## config.mk

```make
export PLATFORM = sky130hd
export DESIGN_NAME = audio_coefficient_unpacker_top
export DESIGN_NICKNAME = d
export VERILOG_FILES = /design/src/design/acu_pkg.sv /design/src/design/acu_front.sv /design/src/design/acu_fifo.sv /design/src/design/acu_back.sv /design/src/design/audio_coefficient_unpacker_top.sv
export SDC_FILE = /design/constraint.sdc
export NUM_CORES = 1
export LEC_CHECK = 0
export BUFFER_PORTS_ARGS = -buffer_cell sky130_fd_sc_hd__buf_2
export CAP_MARGIN = 20
export CORE_MARGIN = 3
export CORE_UTILIZATION = 45
export CTS_CLUSTER_DIAMETER = 120
export DETAILED_ROUTE_END_ITERATION = 8
export GPL_TIMING_DRIVEN = 0
export HOLD_SLACK_MARGIN = 0.15
export SKIP_CTS_REPAIR_TIMING = 1
export SLEW_MARGIN = 0
export SYNTH_ARGS = -nofsm -noshare
export SYNTH_HDL_FRONTEND = slang
export SYNTH_SLANG_ARGS = --single-unit
```

## constraint.sdc

```tcl
create_clock -name clk -period 13.7 [get_ports clk]
set_clock_uncertainty 0.15 [all_clocks]
set_input_delay 1.37 -clock clk [delete_from_list [all_inputs] [get_ports clk]]
set_output_delay 1.37 -clock clk [all_outputs]
set_load 0.02 [all_outputs]
```

## src/design/acu_pkg.sv

```systemverilog
// shared types, constants and helper functions of the audio coefficient unpacker
package acu_pkg;

    localparam int FRAME_LEN   = 256;
    localparam int BAND_LEN    = 64;
    localparam int NUM_BANDS   = 4;
    localparam int BAND_LOG    = $clog2(BAND_LEN);
    localparam int IDX_W       = 8;
    localparam int POS_W       = 9;
    localparam int RAW_W       = 16;
    localparam int VAL_W       = 30;
    localparam int CNT_W       = 3;
    localparam int MAX_SLOTS   = 4;
    localparam int DENSE_W     = 5;
    localparam int DENSE_WORDS = 16;
    localparam int FIFO_DEPTH  = 2;
    localparam int FIFO_PTR_W  = $clog2(FIFO_DEPTH);
    localparam int FIFO_CNT_W  = $clog2(FIFO_DEPTH + 1);

    localparam logic [3:0] MODE_NIBBLE = 4'd1;
    localparam logic [3:0] MODE_DENSE  = 4'd2;
    localparam logic [3:0] MODE_BYTE   = 4'd3;
    localparam logic [3:0] MODE_SKIP12 = 4'd4;
    localparam logic [3:0] MODE_WORD   = 4'd5;
    localparam logic [3:0] MODE_SKIP6  = 4'd6;

    localparam logic [RAW_W-1:0] OFS_NIBBLE = 16'h0004;
    localparam logic [RAW_W-1:0] OFS_DENSE  = 16'h0008;
    localparam logic [RAW_W-1:0] OFS_BYTE   = 16'h0040;
    localparam logic [RAW_W-1:0] OFS_SKIP12 = 16'h0800;
    localparam logic [RAW_W-1:0] OFS_WORD   = 16'h4000;
    localparam logic [RAW_W-1:0] OFS_SKIP6  = 16'h0020;

    typedef enum logic [1:0] {
        PH_HDR0,
        PH_HDR1,
        PH_DATA
    } phase_t;

    typedef struct packed {
        logic             valid;
        logic             ovf;
        logic [IDX_W-1:0] index;
        logic [RAW_W-1:0] value;
    } slot_t;

    typedef struct packed {
        logic [CNT_W-1:0]           count;
        logic [3:0]                 shift;
        logic                       frame_end;
        slot_t [MAX_SLOTS-1:0]      slot;
    } rec_t;

    typedef struct packed {
        logic       found;
        logic [1:0] band;
    } seek_t;

    function automatic logic mode_used(input logic [3:0] mode);
        return (mode >= MODE_NIBBLE) && (mode <= MODE_SKIP6);
    endfunction

    // first band at or after start whose mode carries data
    function automatic seek_t seek_band(input logic [31:0] hdr, input logic [2:0] start);
        seek_t res;
        res = '0;
        for (int b = 0; b < NUM_BANDS; b++)
        begin
            if (!res.found && (3'(b) >= start) && mode_used(hdr[31 - 8*b -: 4]))
            begin
                res.found = 1'b1;
                res.band  = 2'(b);
            end
        end
        return res;
    endfunction

endpackage

```

## src/design/acu_front.sv

```systemverilog
// front end: header tracking, band sequencing and per-word decode into result records
module acu_front (
    input  logic                         clk,
    input  logic                         rst_n,
    input  logic                         s_tvalid,
    output logic                         s_tready,
    input  logic [acu_pkg::RAW_W-1:0]    s_tdata,   // data_word
    input  logic                         full,
    output logic                         push,
    output acu_pkg::rec_t                rec
);

    acu_pkg::phase_t                  phase_reg, phase_next;
    logic [31:0]                      hdr_reg, hdr_next;
    logic [1:0]                       band_reg, band_next;
    logic [3:0]                       mode_reg, mode_next;
    logic [3:0]                       shift_reg, shift_next;
    logic [acu_pkg::POS_W-1:0]        pos_reg, pos_next;
    logic [acu_pkg::DENSE_W-1:0]      dense_reg, dense_next;

    logic                             accept;
    logic [31:0]                      hdr_second;
    acu_pkg::seek_t                   seek_hdr, seek_data;
    logic [2:0]                       next_band;

    logic [acu_pkg::RAW_W-1:0]        val_s  [acu_pkg::MAX_SLOTS];
    logic [4:0]                       adv_s  [acu_pkg::MAX_SLOTS];
    logic                             stop_s [acu_pkg::MAX_SLOTS];
    logic [acu_pkg::CNT_W-1:0]        max_slots;
    acu_pkg::slot_t [acu_pkg::MAX_SLOTS-1:0] slots;
    logic [acu_pkg::CNT_W-1:0]        count;
    logic                             stopped;
    logic [acu_pkg::POS_W-1:0]        pos_after;
    logic [acu_pkg::DENSE_W-1:0]      dense_inc;
    logic                             done;
    logic                             frame_done;

    assign s_tready   = !full;
    assign accept     = s_tvalid && s_tready;
    // sign quirk of the second header word
    assign hdr_second = s_tdata[15] ? {16'hFFFF, s_tdata} : {hdr_reg[31:16], s_tdata};
    assign next_band  = {1'b0, band_reg} + 3'd1;
    assign seek_hdr   = acu_pkg::seek_band(hdr_second, 3'd0);
    assign seek_data  = acu_pkg::seek_band(hdr_reg, next_band);
    assign dense_inc  = dense_reg + acu_pkg::DENSE_W'(1);
    assign frame_done = done && !seek_data.found;

    // field split per mode
    always_comb
    begin
        logic [3:0] nib;
        logic [7:0] byt;
        max_slots = '0;
        for (int i = 0; i < acu_pkg::MAX_SLOTS; i++)
        begin
            val_s[i]  = '0;
            adv_s[i]  = '0;
            stop_s[i] = 1'b0;
        end
        for (int i = 0; i < acu_pkg::MAX_SLOTS; i++)
        begin
            nib = s_tdata[15 - 4*i -: 4];
            byt = s_tdata[15 - 8*(i % 2) -: 8];
            unique case (mode_reg)
                acu_pkg::MODE_NIBBLE:
                begin
                    val_s[i]  = {13'd0, nib[2:0]} - acu_pkg::OFS_NIBBLE;
                    adv_s[i]  = 5'd1;
                    stop_s[i] = nib[3];
                end
                acu_pkg::MODE_DENSE:
                begin
                    val_s[i]  = {12'd0, nib} - acu_pkg::OFS_DENSE;
                    adv_s[i]  = 5'd1;
                end
                acu_pkg::MODE_BYTE:
                begin
                    val_s[i]  = {9'd0, byt[6:0]} - acu_pkg::OFS_BYTE;
                    adv_s[i]  = 5'd1;
                    stop_s[i] = byt[7];
                end
                acu_pkg::MODE_SKIP12:
                begin
                    val_s[i]  = {4'd0, s_tdata[11:0]} - acu_pkg::OFS_SKIP12;
                    adv_s[i]  = {1'b0, s_tdata[15:12]};
                    stop_s[i] = (s_tdata[15:12] == 4'd0);
                end
                acu_pkg::MODE_WORD:
                begin
                    val_s[i]  = {1'b0, s_tdata[14:0]} - acu_pkg::OFS_WORD;
                    adv_s[i]  = 5'd1;
                    stop_s[i] = s_tdata[15];
                end
                acu_pkg::MODE_SKIP6:
                begin
                    val_s[i]  = {10'd0, byt[5:0]} - acu_pkg::OFS_SKIP6;
                    adv_s[i]  = {3'd0, byt[7:6]};
                    stop_s[i] = (byt[7:6] == 2'd0);
                end
                default:
                begin
                    val_s[i]  = '0;
                end
            endcase
        end
        unique case (mode_reg) inside
            acu_pkg::MODE_NIBBLE, acu_pkg::MODE_DENSE: max_slots = 3'd4;
            acu_pkg::MODE_BYTE, acu_pkg::MODE_SKIP6:   max_slots = 3'd2;
            acu_pkg::MODE_SKIP12, acu_pkg::MODE_WORD:  max_slots = 3'd1;
            default:                                   max_slots = 3'd0;
        endcase
    end

    // position chain over the slots of one word
    always_comb
    begin
        logic [acu_pkg::POS_W:0] sum;
        logic [acu_pkg::POS_W-1:0] p;
        sum     = '0;
        p       = pos_reg;
        count   = '0;
        stopped = 1'b0;
        slots   = '0;
        for (int i = 0; i < acu_pkg::MAX_SLOTS; i++)
        begin
            if (!stopped && (acu_pkg::CNT_W'(i) < max_slots))
            begin
                if (p < acu_pkg::POS_W'(acu_pkg::FRAME_LEN))
                begin
                    slots[i].valid = 1'b1;
                    slots[i].index = p[acu_pkg::IDX_W-1:0];
                    slots[i].value = val_s[i];
                end
                else
                begin
                    slots[i].ovf = 1'b1;
                end
                count = acu_pkg::CNT_W'(i + 1);
                if (stop_s[i])
                begin
                    stopped = 1'b1;
                end
                else
                begin
                    sum = {1'b0, p} + {{(acu_pkg::POS_W - 4){1'b0}}, adv_s[i]};
                    p   = (sum > (acu_pkg::POS_W + 1)'(acu_pkg::FRAME_LEN))
                        ? acu_pkg::POS_W'(acu_pkg::FRAME_LEN) : sum[acu_pkg::POS_W-1:0];
                end
            end
        end
        pos_after = p;
        done = stopped || !acu_pkg::mode_used(mode_reg)
            || ((mode_reg == acu_pkg::MODE_DENSE)
                && (dense_inc >= acu_pkg::DENSE_W'(acu_pkg::DENSE_WORDS)));
    end

    // next phase
    always_comb
    begin
        phase_next = phase_reg;
        unique case (phase_reg)
            acu_pkg::PH_HDR0:
            begin
                if (accept)
                    phase_next = acu_pkg::PH_HDR1;
            end
            acu_pkg::PH_HDR1:
            begin
                if (accept)
                    phase_next = seek_hdr.found ? acu_pkg::PH_DATA : acu_pkg::PH_HDR0;
            end
            acu_pkg::PH_DATA:
            begin
                if (accept && frame_done)
                    phase_next = acu_pkg::PH_HDR0;
            end
            default:
            begin
                phase_next = acu_pkg::PH_HDR0;
            end
        endcase
    end

    // band state and record output
    always_comb
    begin
        logic [7:0] byte_sel;
        logic [1:0] load_band;
        logic       load;
        hdr_next   = hdr_reg;
        band_next  = band_reg;
        mode_next  = mode_reg;
        shift_next = shift_reg;
        pos_next   = pos_reg;
        dense_next = dense_reg;
        push       = 1'b0;
        rec        = '0;
        load       = 1'b0;
        load_band  = '0;
        unique case (phase_reg)
            acu_pkg::PH_HDR0:
            begin
                if (accept)
                    hdr_next = {s_tdata, 16'h0000};
            end
            acu_pkg::PH_HDR1:
            begin
                if (accept)
                begin
                    hdr_next = hdr_second;
                    if (seek_hdr.found)
                    begin
                        load      = 1'b1;
                        load_band = seek_hdr.band;
                    end
                    else
                    begin
                        band_next     = '0;
                        push          = 1'b1;
                        rec.count     = acu_pkg::CNT_W'(1);
                        rec.frame_end = 1'b1;
                    end
                end
            end
            acu_pkg::PH_DATA:
            begin
                if (accept)
                begin
                    push          = (count != '0) || frame_done;
                    rec.count     = (count == '0) ? acu_pkg::CNT_W'(1) : count;
                    rec.shift     = shift_reg;
                    rec.frame_end = frame_done;
                    rec.slot      = slots;
                    if (done)
                    begin
                        if (seek_data.found)
                        begin
                            load      = 1'b1;
                            load_band = seek_data.band;
                        end
                        else
                        begin
                            band_next = '0;
                        end
                    end
                    else
                    begin
                        pos_next = pos_after;
                        if (mode_reg == acu_pkg::MODE_DENSE)
                            dense_next = dense_inc;
                    end
                end
            end
            default:
            begin
                band_next = '0;
            end
        endcase
        byte_sel = (phase_reg == acu_pkg::PH_HDR1)
            ? hdr_second[31 - 8*load_band -: 8] : hdr_reg[31 - 8*load_band -: 8];
        if (load)
        begin
            band_next  = load_band;
            mode_next  = byte_sel[7:4];
            shift_next = byte_sel[3:0];
            pos_next   = acu_pkg::POS_W'(load_band) << acu_pkg::BAND_LOG;
            dense_next = '0;
        end
    end

    always_ff @(posedge clk or negedge rst_n)
    begin
        if (!rst_n)
        begin
            phase_reg <= acu_pkg::PH_HDR0;
            hdr_reg   <= '0;
            band_reg  <= '0;
            mode_reg  <= '0;
            shift_reg <= '0;
            pos_reg   <= '0;
            dense_reg <= '0;
        end
        else
        begin
            phase_reg <= phase_next;
            hdr_reg   <= hdr_next;
            band_reg  <= band_next;
            mode_reg  <= mode_next;
            shift_reg <= shift_next;
            pos_reg   <= pos_next;
            dense_reg <= dense_next;
        end
    end

endmodule

```

## src/design/acu_fifo.sv

```systemverilog
// short record queue between the decode front end and the write issue back end
module acu_fifo (
    input  logic          clk,
    input  logic          rst_n,
    input  logic          push,
    input  acu_pkg::rec_t din,
    output logic          full,
    input  logic          pop,
    output acu_pkg::rec_t dout,
    output logic          head_valid
);

    acu_pkg::rec_t                     mem_reg [acu_pkg::FIFO_DEPTH];
    logic [acu_pkg::FIFO_PTR_W-1:0]    wr_reg, wr_next;
    logic [acu_pkg::FIFO_PTR_W-1:0]    rd_reg, rd_next;
    logic [acu_pkg::FIFO_CNT_W-1:0]    cnt_reg, cnt_next;
    logic                              do_push, do_pop;

    assign full       = (cnt_reg == acu_pkg::FIFO_CNT_W'(acu_pkg::FIFO_DEPTH));
    assign head_valid = (cnt_reg != '0);
    assign dout       = mem_reg[rd_reg];
    assign do_push    = push && !full;
    assign do_pop     = pop && head_valid;

    always_comb
    begin
        wr_next  = wr_reg;
        rd_next  = rd_reg;
        cnt_next = cnt_reg;
        if (do_push)
            wr_next = (wr_reg == acu_pkg::FIFO_PTR_W'(acu_pkg::FIFO_DEPTH - 1)) ? '0 : wr_reg + 1'b1;
        if (do_pop)
            rd_next = (rd_reg == acu_pkg::FIFO_PTR_W'(acu_pkg::FIFO_DEPTH - 1)) ? '0 : rd_reg + 1'b1;
        if (do_push && !do_pop)
            cnt_next = cnt_reg + acu_pkg::FIFO_CNT_W'(1);
        else if (do_pop && !do_push)
            cnt_next = cnt_reg - acu_pkg::FIFO_CNT_W'(1);
    end

    always_ff @(posedge clk)
    begin
        if (do_push)
            mem_reg[wr_reg] <= din;
    end

    always_ff @(posedge clk or negedge rst_n)
    begin
        if (!rst_n)
        begin
            wr_reg  <= '0;
            rd_reg  <= '0;
            cnt_reg <= '0;
        end
        else
        begin
            wr_reg  <= wr_next;
            rd_reg  <= rd_next;
            cnt_reg <= cnt_next;
        end
    end

endmodule

```

## src/design/acu_back.sv

```systemverilog
// back end: one coefficient write per ready cycle from the head record
module acu_back (
    input  logic          clk,
    input  logic          rst_n,
    input  acu_pkg::rec_t head,
    input  logic          head_valid,
    output logic          pop,
    output logic          m_tvalid,
    input  logic          m_tready,
    output logic [39:0]   m_tdata,   // coef_index, coef_value, zero pad
    output logic [1:0]    m_tuser,   // write_valid, overflow
    output logic          m_tlast    // frame_end
);

    logic [1:0]                  sub_reg, sub_next;
    logic                        out_valid_reg, out_valid_next;
    logic                        wv_reg, wv_next;
    logic                        ovf_reg, ovf_next;
    logic                        end_reg, end_next;
    logic [acu_pkg::IDX_W-1:0]   idx_reg, idx_next;
    logic [acu_pkg::VAL_W-1:0]   val_reg, val_next;

    logic                        issue;
    logic                        last;
    acu_pkg::slot_t              cur;
    logic [acu_pkg::VAL_W-1:0]   val_ext;

    assign issue   = head_valid && (!out_valid_reg || m_tready);
    assign last    = (({1'b0, sub_reg} + 3'd1) >= head.count);
    assign cur     = head.slot[sub_reg];
    assign val_ext = {{(acu_pkg::VAL_W - acu_pkg::RAW_W){cur.value[acu_pkg::RAW_W-1]}}, cur.value};
    assign pop     = issue && last;

    always_comb
    begin
        sub_next       = sub_reg;
        out_valid_next = out_valid_reg;
        wv_next        = wv_reg;
        ovf_next       = ovf_reg;
        end_next       = end_reg;
        idx_next       = idx_reg;
        val_next       = val_reg;
        if (issue)
        begin
            out_valid_next = 1'b1;
            sub_next       = last ? 2'd0 : sub_reg + 2'd1;
            wv_next        = cur.valid;
            ovf_next       = cur.ovf;
            end_next       = head.frame_end && last;
            idx_next       = cur.index;
            val_next       = val_ext << head.shift;
        end
        else if (m_tready)
        begin
            out_valid_next = 1'b0;
        end
    end

    always_ff @(posedge clk or negedge rst_n)
    begin
        if (!rst_n)
        begin
            sub_reg       <= '0;
            out_valid_reg <= 1'b0;
        end
        else
        begin
            sub_reg       <= sub_next;
            out_valid_reg <= out_valid_next;
        end
    end

    always_ff @(posedge clk)
    begin
        wv_reg  <= wv_next;
        ovf_reg <= ovf_next;
        end_reg <= end_next;
        idx_reg <= idx_next;
        val_reg <= val_next;
    end

    assign m_tvalid = out_valid_reg;
    assign m_tdata  = {2'b00, val_reg, idx_reg};
    assign m_tuser  = {ovf_reg, wv_reg};
    assign m_tlast  = end_reg;

endmodule

```

## src/design/audio_coefficient_unpacker_top.sv

```systemverilog
// top level of the audio coefficient unpacker
// Takes one 16-bit stream word per beat and gives one coefficient write beat per
// cycle while the receiver is ready. Header words give no beat, except when all
// four bands are empty, which gives a single frame-end beat. A data word gives one
// to four beats (mode 1 and 2 up to four, modes 3 and 6 up to two, modes 4 and 5
// one), and the single write port of the back end issues them one by one. The
// front end decodes a word per cycle into a two-entry record queue while that
// queue is not full, so input beats keep flowing while earlier writes drain.
module audio_coefficient_unpacker_top (
    input  logic        clk,
    input  logic        rst_n,
    input  logic        s_tvalid,
    output logic        s_tready,
    input  logic [15:0] s_tdata,   // data_word
    output logic        m_tvalid,
    input  logic        m_tready,
    output logic [39:0] m_tdata,   // coef_index[7:0], coef_value[37:8], zero pad
    output logic [1:0]  m_tuser,   // write_valid, overflow
    output logic        m_tlast    // frame_end
);

    acu_pkg::rec_t push_rec;
    acu_pkg::rec_t head_rec;
    logic          push;
    logic          full;
    logic          pop;
    logic          head_valid;

    acu_front u_front (
        .clk      (clk),
        .rst_n    (rst_n),
        .s_tvalid (s_tvalid),
        .s_tready (s_tready),
        .s_tdata  (s_tdata),
        .full     (full),
        .push     (push),
        .rec      (push_rec)
    );

    acu_fifo u_fifo (
        .clk        (clk),
        .rst_n      (rst_n),
        .push       (push),
        .din        (push_rec),
        .full       (full),
        .pop        (pop),
        .dout       (head_rec),
        .head_valid (head_valid)
    );

    acu_back u_back (
        .clk        (clk),
        .rst_n      (rst_n),
        .head       (head_rec),
        .head_valid (head_valid),
        .pop        (pop),
        .m_tvalid   (m_tvalid),
        .m_tready   (m_tready),
        .m_tdata    (m_tdata),
        .m_tuser    (m_tuser),
        .m_tlast    (m_tlast)
    );

    a_no_push_full: assert property (@(posedge clk) disable iff (!rst_n)
        push |-> !full)
        else $error("record pushed into full queue");

    a_pop_has_head: assert property (@(posedge clk) disable iff (!rst_n)
        pop |-> head_valid)
        else $error("record popped from empty queue");

    a_ovf_clean: assert property (@(posedge clk) disable iff (!rst_n)
        (m_tvalid && m_tuser[1]) |-> (!m_tuser[0] && (m_tdata == 40'd0)))
        else $error("suppressed write carries payload");

    a_head_count: assert property (@(posedge clk) disable iff (!rst_n)
        head_valid |-> ((head_rec.count != 3'd0) && (head_rec.count <= 3'd4)))
        else $error("queued record has bad result count");

endmodule

```

# --- After elaboration in Yosys (flattened, before gate mapping) ---
# Memory sizes are Yosys's and may differ from the RTL's.
# Index checks and enable logic that the tools add are counted.
word_totals:
  output_inout_bits: 45
  inputBits: 20
  ramBits: 224
  memories: 1
  reg_bits: 106
  wordCells: 300
classes:
  shifts: 3
  n_lt_le_gt_ge: 37
  n_eq_ne: 19
  reduce_logical: 76
  muxes: 120
  add_sub_neg: 27
memory_table:
  columns: ["memory", "depth", "word_bits", "read_ports", "rd_clocked_by_memory_dff", "wr", "line_no", "rtl"]
  rows:
  - ["u_fifo.mem_reg", 2, 112, 1, 0, 1, "acu_fifo.sv:13", "acu_pkg::rec_t mem_reg [acu_pkg::FIFO_DEPTH];"]
op_table:
  columns: ["op", "count"]
  rows:
  - ["$pmux W16 S6", 4]
  - ["$mux W9", 16]
  - ["$mux W26", 5]
  - ["$mux W112", 1]
  - ["$mux W104", 1]
  - ["$mux W24", 4]
  - ["$mux W32", 3]
  - ["$shiftx A39 B33 Y8", 2]
  - ["$pmux W32 S2", 1]
  - ["$bmux W26 S2", 1]
  - ["$add A9 B4 Y10", 4]
  - ["$gt A10 B9 Y1 const B", 4]
  - ["$mux W2", 20]
  - ["$ge A4 B1 Y1 const B", 9]
  - ["$le A4 B3 Y1 const B", 9]
  - ["$lt A9 B9 Y1 const B", 4]
  - ["$logic_and A1 B1 Y1", 33]
  - ["$mux W3", 11]
  - ["$mux W1", 32]
  - ["$shl A30 B4 Y30", 1]
  - ["$mux W5", 5]
  - ["$pmux W4 S3", 2]
  - ["$sub A4 B4 Y5 const B", 4]
  - ["$sub A15 B15 Y16 const B", 1]
  - ["other kinds (49)", 105]

# --- Depth between registers and ports, before layout ---
# Gate-level depths: netlist (run 1).
depth:
  depth_word: 27
  depth_mapped: 49
  ltp_nobuf: 47

# --- Cells and area by module ---
# Synthesis (run 1) repeated with hierarchy kept, for this count alone.
unflattened:
  hier_cells: 1561
  area_unflattened_um2: 18890.6
by_module_without_submodules:
  columns: ["mod", "area_each_um2", "seq_area_each_um2", "n_inst", "cells_each"]
  rows:
  - ["acu_fifo", 8573.2, 6826.5, 1, 368]
  - ["acu_front", 6626.4, 1451.4, 1, 887]
  - ["acu_back", 3691.0, 1306.3, 1, 306]

# --- Least setup slack after synthesis (run 1) ---
# OpenSTA, ideal clock, no wires.
synth_timing:
  kind: "input port to flip-flop"
  start: "input port s_tdata[15]"
  end: "register u_front.pos_reg[6] (netlist bit)"
  n_path_buf: 1
  setup_time_ps: 125
  arrival_time_ps: 9501
  path_slack_ps: 3924
  path_stages: 45
  cell_sequence: "buf_2 mux2i_1 nor2_1 xor2_1 ha_1 or3_1 a21o_1 and2_1 nand4_1 o311ai_0 nand4_1 o21ai_0 and3_1 a21oi_1 inv_1 ha_1 fa_1 a21oi_1 [... 9 more ...] ha_1 ha_1 o21ai_0 a21oi_1 o32a_1 nand2_1 nor4_4 xnor2_2 o2bb2ai_1 ha_1 fa_1 a21o_1 a21oi_1 inv_1 a32o_1 a31oi_1 o22ai_1 mux2_2"
synth_via:
  elab_chain_cells: 25
  elab_cells_between_ends: 82
synth_rtl:
  columns: ["element", "line_no", "rtl"]
  rows:
  - ["start, declared", "audio_coefficient_unpacker_top.sv:14", "input logic [15:0] s_tdata,"]
  - ["$pmux W4 S3", "acu_front.sv:64", "unique case (mode_reg)"]
  - ["$add A9 B4 Y10", "acu_front.sv:145", "sum = {1'b0, p} + {{(acu_pkg::POS_W - 4){1'b0}}, adv_s[i]};"]
  - ["$gt A10 B9 Y1", "acu_front.sv:146", "p = (sum > (acu_pkg::POS_W + 1)'(acu_pkg::FRAME_LEN))"]
  - ["$mux W9", "acu_front.sv:147", "? acu_pkg::POS_W'(acu_pkg::FRAME_LEN) : sum[acu_pkg::POS_W-1:0];"]
  - ["$mux W9", "acu_front.sv:139", "if (stop_s[i])"]
  - ["$mux W9", "acu_front.sv:126", "if (!stopped && (acu_pkg::CNT_W'(i) < max_slots))"]
  - ["$add A9 B4 Y10", "acu_front.sv:145", null]
  - ["$gt A10 B9 Y1", "acu_front.sv:146", null]
  - ["[... 9 more ...]", null, null]
  - ["$gt A10 B9 Y1", "acu_front.sv:146", null]
  - ["$mux W9", "acu_front.sv:147", null]
  - ["$mux W9", "acu_front.sv:139", null]
  - ["$mux W9", "acu_front.sv:126", null]
  - ["$mux W9", "acu_front.sv:234", "if (done)"]
  - ["$mux W9", "acu_front.sv:227", "if (accept)"]
  - ["$mux W9", "acu_front.sv:200", "unique case (phase_reg)"]
  - ["$mux W9", "acu_front.sv:261", "if (load)"]
  - ["end signal, assigned", "acu_front.sv:290", "pos_reg <= pos_next;"]
  - ["end, declared", "acu_front.sv:18", "logic [acu_pkg::POS_W-1:0] pos_reg, pos_next;"]
# Several ways; a longest one is shown, not always the timed one. The select of a mux whose other input is x is not followed.
# A chain may end at the register's enable or synchronous reset.

# --- Worst setup path in the final report (run 1) ---
layout_timing:
  start: "input port s_tdata[14]"
  end: "register u_front.pos_reg[5] (netlist bit)"
# Same word-level chain as after synthesis.

==> results of run 1 <==
[metal layers]
| layer | vias up | part of all wire |
|---|---|---|
| met3 | 52 | 0.062 |
| li1 | 5432 | - |
| met2 | 414 | 0.45 |
| met5 | - | 0 |
| met4 | 0 | 0.018 |
| met1 | 5783 | 0.47 |
[final timing paths]
path / depth (start not counted) / end / start
max: 43 / u_front.pos_reg[5] / s_tdata[14]
min: 2 / u_front.shift_reg[3] / u_front.shift_reg[3]
max reg2reg: 43 / u_front.pos_reg[5] / u_front.mode_reg[2]
min reg2reg: 2 / u_front.shift_reg[3] / u_front.shift_reg[3]
max in group asynchronous: 1 / u_front.dense_reg[2] / rst_n
min in group asynchronous: 1 / u_front.hdr_reg[3] / rst_n
[per-stage QoR]
step,setup WS (ns),hold slack (ns)
floorplan,3.92,0.292
global route,1.25,0.361
CTS,2.27,0.327
global placement,0.986,0.306
detailed placement,1.77,0.315
finish,2.06,0.317
[worst max-delay path: cells and delay by family]
family          cells  cell delay (ns)
buf+inv             5             0.67
fa+ha+maj           7             2.25
simple gates       10             2.49
compound gates     19             4.63
mux                 1             0.19
xor+xnor            1             0.29
[kinds of logic after synthesis]
group                      after synthesis
buffers and inverters                  117
AOI/OAI and AO/OA                      313
other                                    1
xor gates and xnor gates                23
and+or+nand+nor                        436
DFF                                    322
adders and majority gates               27
muxes                                  135
[where the power goes]
part           internal [mW]  switching [mW]
clock network          0.583           0.377
registers               1.28          0.0820
logic                  0.640            1.06
[cell usage in the layout (no fill, tap or decap), types with 34 or more instances in the layout]
cell,Yosys,final
edfxtp_1,257,257
nand2_1,135,135
nor2_1,123,123
a21oi_1,91,91
clkbuf_1,67,75
o21ai_0,66,66
dfrtp_1,65,65
buf_2,4,60
mux4_2,58,58
mux2i_1,45,45
clkbuf_16,0,36
nand3_1,34,34
[cell type report]
type / instances / area, um2
Buffer: 83 / 347
Clock buffer: 45 / 945
Clock inverter: 15 / 218
Fill cell: 3131 / 17200
Inverter: 34 / 128
Multi-Input combinational cell: 936 / 6830
Sequential cell: 322 / 9340
Tap cell: 461 / 577
Timing Repair Buffer: 61 / 375
==> results.md, run 1 <==
* DP HPWL at 30.7 mm
* Minimum clock period at 11.64 ns
* Post-Layout Inst Area at 18800 um2
* Hold Path Class: reg2reg
* Most frequent cells after synthesis: edfxtp_1, nand2_1, nor2_1
* Largest net degree at the start of global routing at 67
* Height of the chip at 198 um
* Post-synthesis compound-gate area fraction at 0.125
* ANT cells at 0
* Endpoints failing setup at 0
* XOR/XNOR share of the synthesized area at 0.0126
* Core area at 36000 um2
* Die area at 39300 um2
* Worst path arrival time at 11.91 ns
* Synth warnings at 0
* CP max FO at 10
* Iteration-0 DRC Markers at 1096
* Post-Syn Area per Cell at 12.1 um2
* Root buf cell: clkbuf_16
* Sequential cell area fraction in the yosys report at 0.562
* Adder-cell area share of the yosys netlist at 0.0212
* RSZ-0062 raised after global routing: false
* Drt pass-1 iters at 6
* Dominant synthesized flop cell: edfxtp_1
* Most common cell in the netlist: edfxtp_1
* WL/cell at 21.9 um
* CP required at 13.97 ns
* Max Cap Viol at 0
* Routing usage on met1 at 0.336
* Met3 GRT Util at 0.0347
* DR DRC count at 0
* Final non-filler cell total at 1957
* Fin util at 0.521
* M2 GR Usage at 0.337
* Clk buf depth at 3
* Initial antenna violation count at 0
* Chip width at 198 um
* ANT nets after route at 0
* Buffers on Ports at 57
* Synth cell types at 86
* Share of layout cells above drive strength 1 at 0.161
* Mapped Area at 16600 um2
* Area post-placement at 17600 um2
* Worst Tran Pin Value at 1.00 ns
* Routed WL at 42.9 mm
* Vias in the first global route at 11200
* Share of the synthesized area in the top cell type at 0.464
* Slew margin rel. at 0.333
* Nets at 1520
* Clock latency on the worst-skew pair at 0.54 ns
* Placed Cells at 1897
* Multiplexer area fraction after synthesis at 0.127
* Synth Area in Simple Gates at 0.124
* Leading area contributor after synthesis: edfxtp_1
* # rows at 69
* Ys async rst share at 0.202
* Number of vias per cell at 5.97
* GRT overflow at 0
* CTS buffer count at 35
* Synth area leaders: edfxtp_1, dfrtp_1, mux4_2, nand2_1, nor2_1
* Period Utilization, post-route at 0.850
* Worst IR Drop VDD at 157 uV
* Flops & latches, synth at 322
* First-pass GRT wire length at 67.0 mm
* GRT busiest layer: met2
* Main combinational cell family by area after synthesis: multiplexers
* Crit path kind: in2reg
* Slowest stage delay, CP at 0.80 ns
* Synth Instances at 1374
* Fin Setup TNS at 0 ns
* TritonCTS clock tree: built
* Outcome: completed
* Master of the slowest instance on the critical path: nor3_1
* Gpl congestion at 0.967
* Leakage at 6.92 nW
* Max FFs per register at 216
* Number of synthesized flops with an enable pin at 257
* Crit end category: register
* P per Cell Area at 214 nW/um2
* Pwr Total at 4.02 mW
* Worst-path clk slew at 0.06 ns
* Starting Density at 0.462
* GRT Total Usage at 0.222
* Area Growth Syn to Fin at 12.8%
* Highest clock rate at 0.0859 GHz
* Startpoint Class: primary input
* Final Hold Violating Endpoints at 0
* Top Ports at 65
* Reg-to-reg slack, setup at 2.43 ns
* Vias at 11700
* H-tree depth at 2
* Pins over their slew limit at 0
* Clk sink count at 322
Power figures use the tool's default switching activity.
==> run 2, diff against run 1 <==
clock period = 9.51 ns   (was 13.7 ns; I/O delays follow)
==> results.md, run 2 (same netlist as run 1, synthesis figures left out) <==
* P per Cell Area at 308 nW/um2 (was 214 nW/um2)
* Chip width at 198 um (unchanged)
* Slowest stage delay, CP at 0.39 ns (was 0.80 ns)
* Area Growth Syn to Fin at 16.0% (was 12.8%)
* Area of the multi-input gates at 7150 um2 (was 6830 um2)
* DP HPWL at 30.7 mm (unchanged)
* Vias in the first global route at 11200 (unchanged)
* Drt pass-1 iters at 5 (was 6)
* Leakage at 7.10 nW (was 6.92 nW)
* Period Utilization, post-route at 0.958
* Area post-placement at 17600 um2 (unchanged)
* Pins over their slew limit at 0 (unchanged)
* Buffers on Ports at 57 (unchanged)
* Filler instances at 3098 (was 3131)
* CP required at 9.76 ns (was 13.97 ns)
* DP Worst Slack at -2.00 ns (was 1.77 ns)
* Worst path arrival time at 9.36 ns (was 11.91 ns)
* Core area at 36000 um2 (unchanged)
* DR DRC count at 0 (unchanged)
* Top Ports at 65 (unchanged)
* Nets at 1543 (was 1520)
* Slew margin rel. at 0.343 (was 0.333)
* Worst r2r src: u_front.mode_reg[2] (unchanged)
* GRT Total Usage at 0.222 (unchanged)
* ANT cells at 0 (unchanged)
* Fin util at 0.536 (was 0.521)
* Crit end category: register (unchanged)
* Clock latency on the worst-skew pair at 0.55 ns (was 0.54 ns)
* Hold_ws at 0.318 ns (was 0.317 ns)
* Pwr Total at 5.94 mW (was 4.02 mW)
* Clk sink count at 322 (unchanged)
* CTS buffer count at 35 (unchanged)
* Post-Layout Inst Area at 19300 um2 (was 18800 um2)
* Commonest non-fill, non-tap cell in the layout: edfxtp_1 (unchanged)
* Worst IR Drop VDD at 226 uV (was 157 uV)
* Iteration-0 DRC Markers at 988 (was 1096)
* Number of vias per cell at 5.91 (was 5.97)
* # rows at 69 (unchanged)
* Starting Density at 0.462 (unchanged)
* H-tree depth at 2 (unchanged)
* TritonCTS clock tree: built (unchanged)
* Outcome: completed (unchanged)
* Initial antenna violation count at 0 (unchanged)
* Crit path kind: in2reg (unchanged)
* Critical Path Most Common Cell: a21oi_2
* R2r worst-path depth at 48 (was 43)
* Min-delay src: u_front.shift_reg[3] (unchanged)
* Largest net degree at the start of global routing at 67 (unchanged)
* First-pass GRT wire length at 67.0 mm (unchanged)
* Worst Tran Pin Value at 0.979 ns (was 1.00 ns)
* Highest clock rate at 0.110 GHz
* Vias at 11700 (about the same)
* Final Hold Violating Endpoints at 0 (unchanged)
* Final worst slack at 0.398 ns (was 2.06 ns)
* Gpl congestion at 0.967 (unchanged)
* Hold Path Class: reg2reg (unchanged)
* GRT overflow at 0 (unchanged)
* ANT nets after route at 0 (unchanged)
* Worst-path clk slew at 0.06 ns (about the same)
* Endpoints failing setup at 0 (unchanged)
* Routed WL at 43.4 mm (was 42.9 mm)
* Share of layout cells above drive strength 1 at 0.209 (was 0.161)
* Master of the slowest instance on the critical path: fa_2 (was nor3_1)
* Minimum clock period at 9.11 ns
* Max Cap Viol at 0 (unchanged)
* WL/cell at 21.9 um (about the same)
* Max FFs per register at 216 (unchanged)
* Die area at 39300 um2 (unchanged)
* Root buf cell: clkbuf_16 (unchanged)
* Worst reg2reg path endpoint: u_front.pos_reg[0] (was u_front.pos_reg[5])
* Fin Setup TNS at 0 ns (unchanged)
* Final non-filler cell total at 1980 (was 1957)
* Most frequent cells in the layout: edfxtp_1, nand2_1, nor2_1 (unchanged)
* Clk buf depth at 3 (unchanged)
* Reg-to-reg slack, setup at 0.42 ns (was 2.43 ns)
* Register area at 9350 um2 (was 9340 um2)
* Height of the chip at 198 um (unchanged)
* Placed Cells at 1897 (unchanged)
* WHS Path Cells at 2 (unchanged)
* CP max FO at 10 (unchanged)
* Worst Hold Path EP: u_front.shift_reg[3] (unchanged)
* Startpoint Class: primary input (unchanged)
[run 2: cell count changes in the layout (fill, tap and decap cells not counted), moves of 4 or more]
cell,before,now
o31ai_1,7,3
a21oi_1,91,84
ha_1,25,18
buf_4,7,32
clkbuf_1,75,71
nor2_1,123,119
a21oi_2,1,5
ha_2,0,5
o22ai_1,23,19
buf_6,1,5
[run 2: critical path, delay by kind of cell]
family,cells,cell delay (ns)
adder cells (fa/ha/maj),7,1.62
XOR/XNOR,2,0.40
buffers and inverters,3,0.36
multiplexers,1,0.19
AND/OR/NAND/NOR,15,2.37
AO/OA/AOI/OAI,20,3.46
[run 2: where the power goes]
group,total (mW),internal [mW],switching (mW)
Sequential,1.96,1.84,0.115
Combinational,2.60,1.01,1.59
Clock,1.38,0.840,0.542
Total,5.94,3.69,2.25
[run 2: per-layer routing]
metal | vias up | routed length [um] | track usage
met4 | 0 | 811 | 0.0532
met1 | 5799 | 20500 | 0.336
met3 | 53 | 2600 | 0.0347
li1 | 5466 | - | -
met5 | - | 0 | 0
met2 | 387 | 19500 | 0.337
[run 2: area by class of cell]
type                    count  area share
inverters                  34     0.00675
multi-input cells         936       0.370
clock buffers              45      0.0490
well taps                 461      0.0299
repair buffers             85      0.0290
flip-flops and latches    322       0.484
clock inverters            15      0.0113
plain buffers              82      0.0193
[run 2: worst max-delay path by stage]
stage | start | to | slack, ns
after floorplan | s_tdata[15] | u_front.pos_reg[6] | 0.15
after global placement | s_tdata[14] | u_fifo.mem_reg[0][36] | -2.79
after detailed placement | s_tdata[14] | u_front.pos_reg[6] | -2.00
after CTS | u_front.mode_reg[2] | u_front.pos_reg[6] | -1.58
after global routing | u_front.mode_reg[2] | u_front.pos_reg[4] | -0.03
final | s_tdata[12] | u_front.pos_reg[0] | 0.40
==> run 3, diff against run 2 <==
CTS_BUF_LIST = sky130_fd_sc_hd__clkbuf_8   (was not set)
==> results.md, run 3 (same netlist as run 1, synthesis figures left out) <==
* CP max FO at 10 (unchanged)
* Height of the chip at 198 um (unchanged)
* Worst Tran Pin Value at 1.02 ns (was 0.979 ns)
* Starting Density at 0.462 (unchanged)
* Most frequent cells in the layout: edfxtp_1, nand2_1, nor2_1 (unchanged)
* Crit path kind: in2reg (unchanged)
* Initial antenna violation count at 1 (was 0)
* Post-Layout Inst Area at 19100 um2 (was 19300 um2)
* Chip width at 198 um (unchanged)
* Worst IR Drop VDD at 148 uV (was 226 uV)
* Die area at 39300 um2 (unchanged)
* Cell family with most CP delay: compound AO/OA/AOI/OAI gates (unchanged)
* Number of vias per cell at 5.89 (was 5.91)
* Minimum clock period at 9.11 ns (about the same)
* GRT Total Usage at 0.222 (about the same)
* Routed WL at 43.5 mm (was 43.4 mm)
* Buffers on Ports at 57 (unchanged)
* WL/cell at 21.6 um (was 21.9 um)
* ANT nets after route at 0 (unchanged)
* CTS buffer count at 54 (was 35)
* GRT overflow at 0 (unchanged)
* Worst path arrival time at 9.47 ns (was 9.36 ns)
* Commonest non-fill, non-tap cell in the layout: edfxtp_1 (unchanged)
* Hold_ws at 0.316 ns (was 0.318 ns)
* CP Depth at 48 (unchanged)
* Worst Setup EP: u_front.pos_reg[0] (unchanged)
* P per Cell Area at 298 nW/um2 (was 308 nW/um2)
* Worst-path clk slew at 0.06 ns (about the same)
* # rows at 69 (unchanged)
* Iteration-0 DRC Markers at 1115 (was 988)
* Clk buf depth at 3 (unchanged)
* Largest net degree at the start of global routing at 67 (unchanged)
* Hold Path Class: in2async (was reg2reg)
* Fin util at 0.530 (was 0.536)
* Critical path buffer and inverter count at 4 (was 3)
* First-pass GRT wire length at 67.2 mm (was 67.0 mm)
* DP HPWL at 30.7 mm (unchanged)
* Pins over their slew limit at 0 (unchanged)
* Final worst slack at 0.399 ns (was 0.398 ns)
* Startpoint Class: primary input (unchanged)
* Nets at 1561 (was 1543)
* Outcome: completed (unchanged)
* DR DRC count at 0 (unchanged)
* Master of the slowest instance on the critical path: fa_2 (unchanged)
* Crit end category: register (unchanged)
* Vias in the first global route at 11400 (was 11200)
* CP required at 9.87 ns (was 9.76 ns)
* Clock latency on the worst-skew pair at 0.63 ns (was 0.55 ns)
* Drt pass-1 iters at 5 (unchanged)
* Clk sink count at 322 (unchanged)
* Leakage at 7.09 nW (was 7.10 nW)
* Max Cap Viol at 0 (unchanged)
* DP Worst Slack at -2.00 ns (unchanged)
* Worst reg2reg path endpoint: u_front.pos_reg[0] (unchanged)
* Reg-to-reg slack, setup at 0.43 ns (was 0.42 ns)
* R2r worst-path depth at 45 (was 48)
* Crit path from: s_tdata[14] (was s_tdata[12])
* Gpl congestion at 0.967 (unchanged)
* Slowest stage delay, CP at 0.39 ns (about the same)
* Final Hold Violating Endpoints at 0 (unchanged)
* H-tree depth at 2 (unchanged)
* Endpoints failing setup at 0 (unchanged)
* Core area at 36000 um2 (unchanged)
* Max FFs per register at 216 (unchanged)
* Worst r2r src: u_front.mode_reg[0] (was u_front.mode_reg[2])
* ANT cells at 0 (unchanged)
* Vias at 11900 (was 11700)
* Slew margin rel. at 0.312 (was 0.343)
* TritonCTS clock tree: built (unchanged)
* Period Utilization, post-route at 0.958 (about the same)
* Top Ports at 65 (unchanged)
* Highest clock rate at 0.110 GHz (about the same)
* Area Growth Syn to Fin at 14.8% (was 16.0%)
* Critical Path Most Common Cell: ha_2 (was a21oi_2)
* Area post-placement at 17600 um2 (unchanged)
* Root buf cell: clkbuf_8 (was clkbuf_16)
* Share of layout cells above drive strength 1 at 0.215 (was 0.209)
run 3: cell count changes in the layout (fill, tap and decap cells not counted), sizes merged:
cell	before	now
buf	103	102
clkinvlp	1	4
clkinv	8	17
clkbuf	109	118
bufinv	5	2
inv	35	54
run 3: routing by layer:
layer / wire [um] / vias up / part of all wire / global-route usage
met5: 0 / - / 0 / 0
met4: 893 / 0 / 0.021 / 0.0569
met3: 2720 / 65 / 0.062 / 0.0430
met2: 19600 / 403 / 0.45 / 0.336
met1: 20300 / 5890 / 0.47 / 0.333
li1: - / 5521 / - / -
run 3: worst min-delay path by stage:
stage | end | slack, ns
global placement | u_front.shift_reg[1] | 0.31
detailed placement | u_front.shift_reg[3] | 0.32
CTS | u_fifo.rd_reg | 0.28
floorplan | u_front.shift_reg[0] | 0.29
finish | u_front.hdr_reg[11] | 0.32
global route | u_front.hdr_reg[11] | 0.33
run 3: area by class of cell:
class	instances	area [um2]
buffer	82	365
multi-input combinational	936	7130
fill	3122	16900
inverter	34	130
clock inverter	43	258
timing repair buffer	84	552
clock buffer	54	743
sequential	322	9350
tap	461	577
run 3: power by group:
group	internal (mW)	switching (mW)	leakage (nW)
clock	0.588	0.557	0.570
sequential	1.84	0.114	3.26
combinational	1.00	1.59	3.26
run 3: stage by stage:
stage	total power, mW	std cells	setup TNS [ns]
after floorplan	3.73	1375	0
after global placement	4.42	1893	-365.09
after detailed placement	4.42	1897	-62.00
after CTS	5.59	1994	-36.55
after global routing	6.06	2016	-0.185
final	5.69	2016	0
run 3: worst reg2reg max path, delay by kind of cell (launching register included):
| family | cells | cell delay [ns] |
|---|---|---|
| and+or+nand+nor | 15 | 2.90 |
| muxes | 1 | 0.18 |
| adders and majority gates | 6 | 1.51 |
| AOI/OAI and AO/OA | 18 | 3.13 |
| xor gates and xnor gates | 3 | 0.48 |
| buffers and inverters | 2 | 0.21 |
| DFF | 1 | 0.38 |
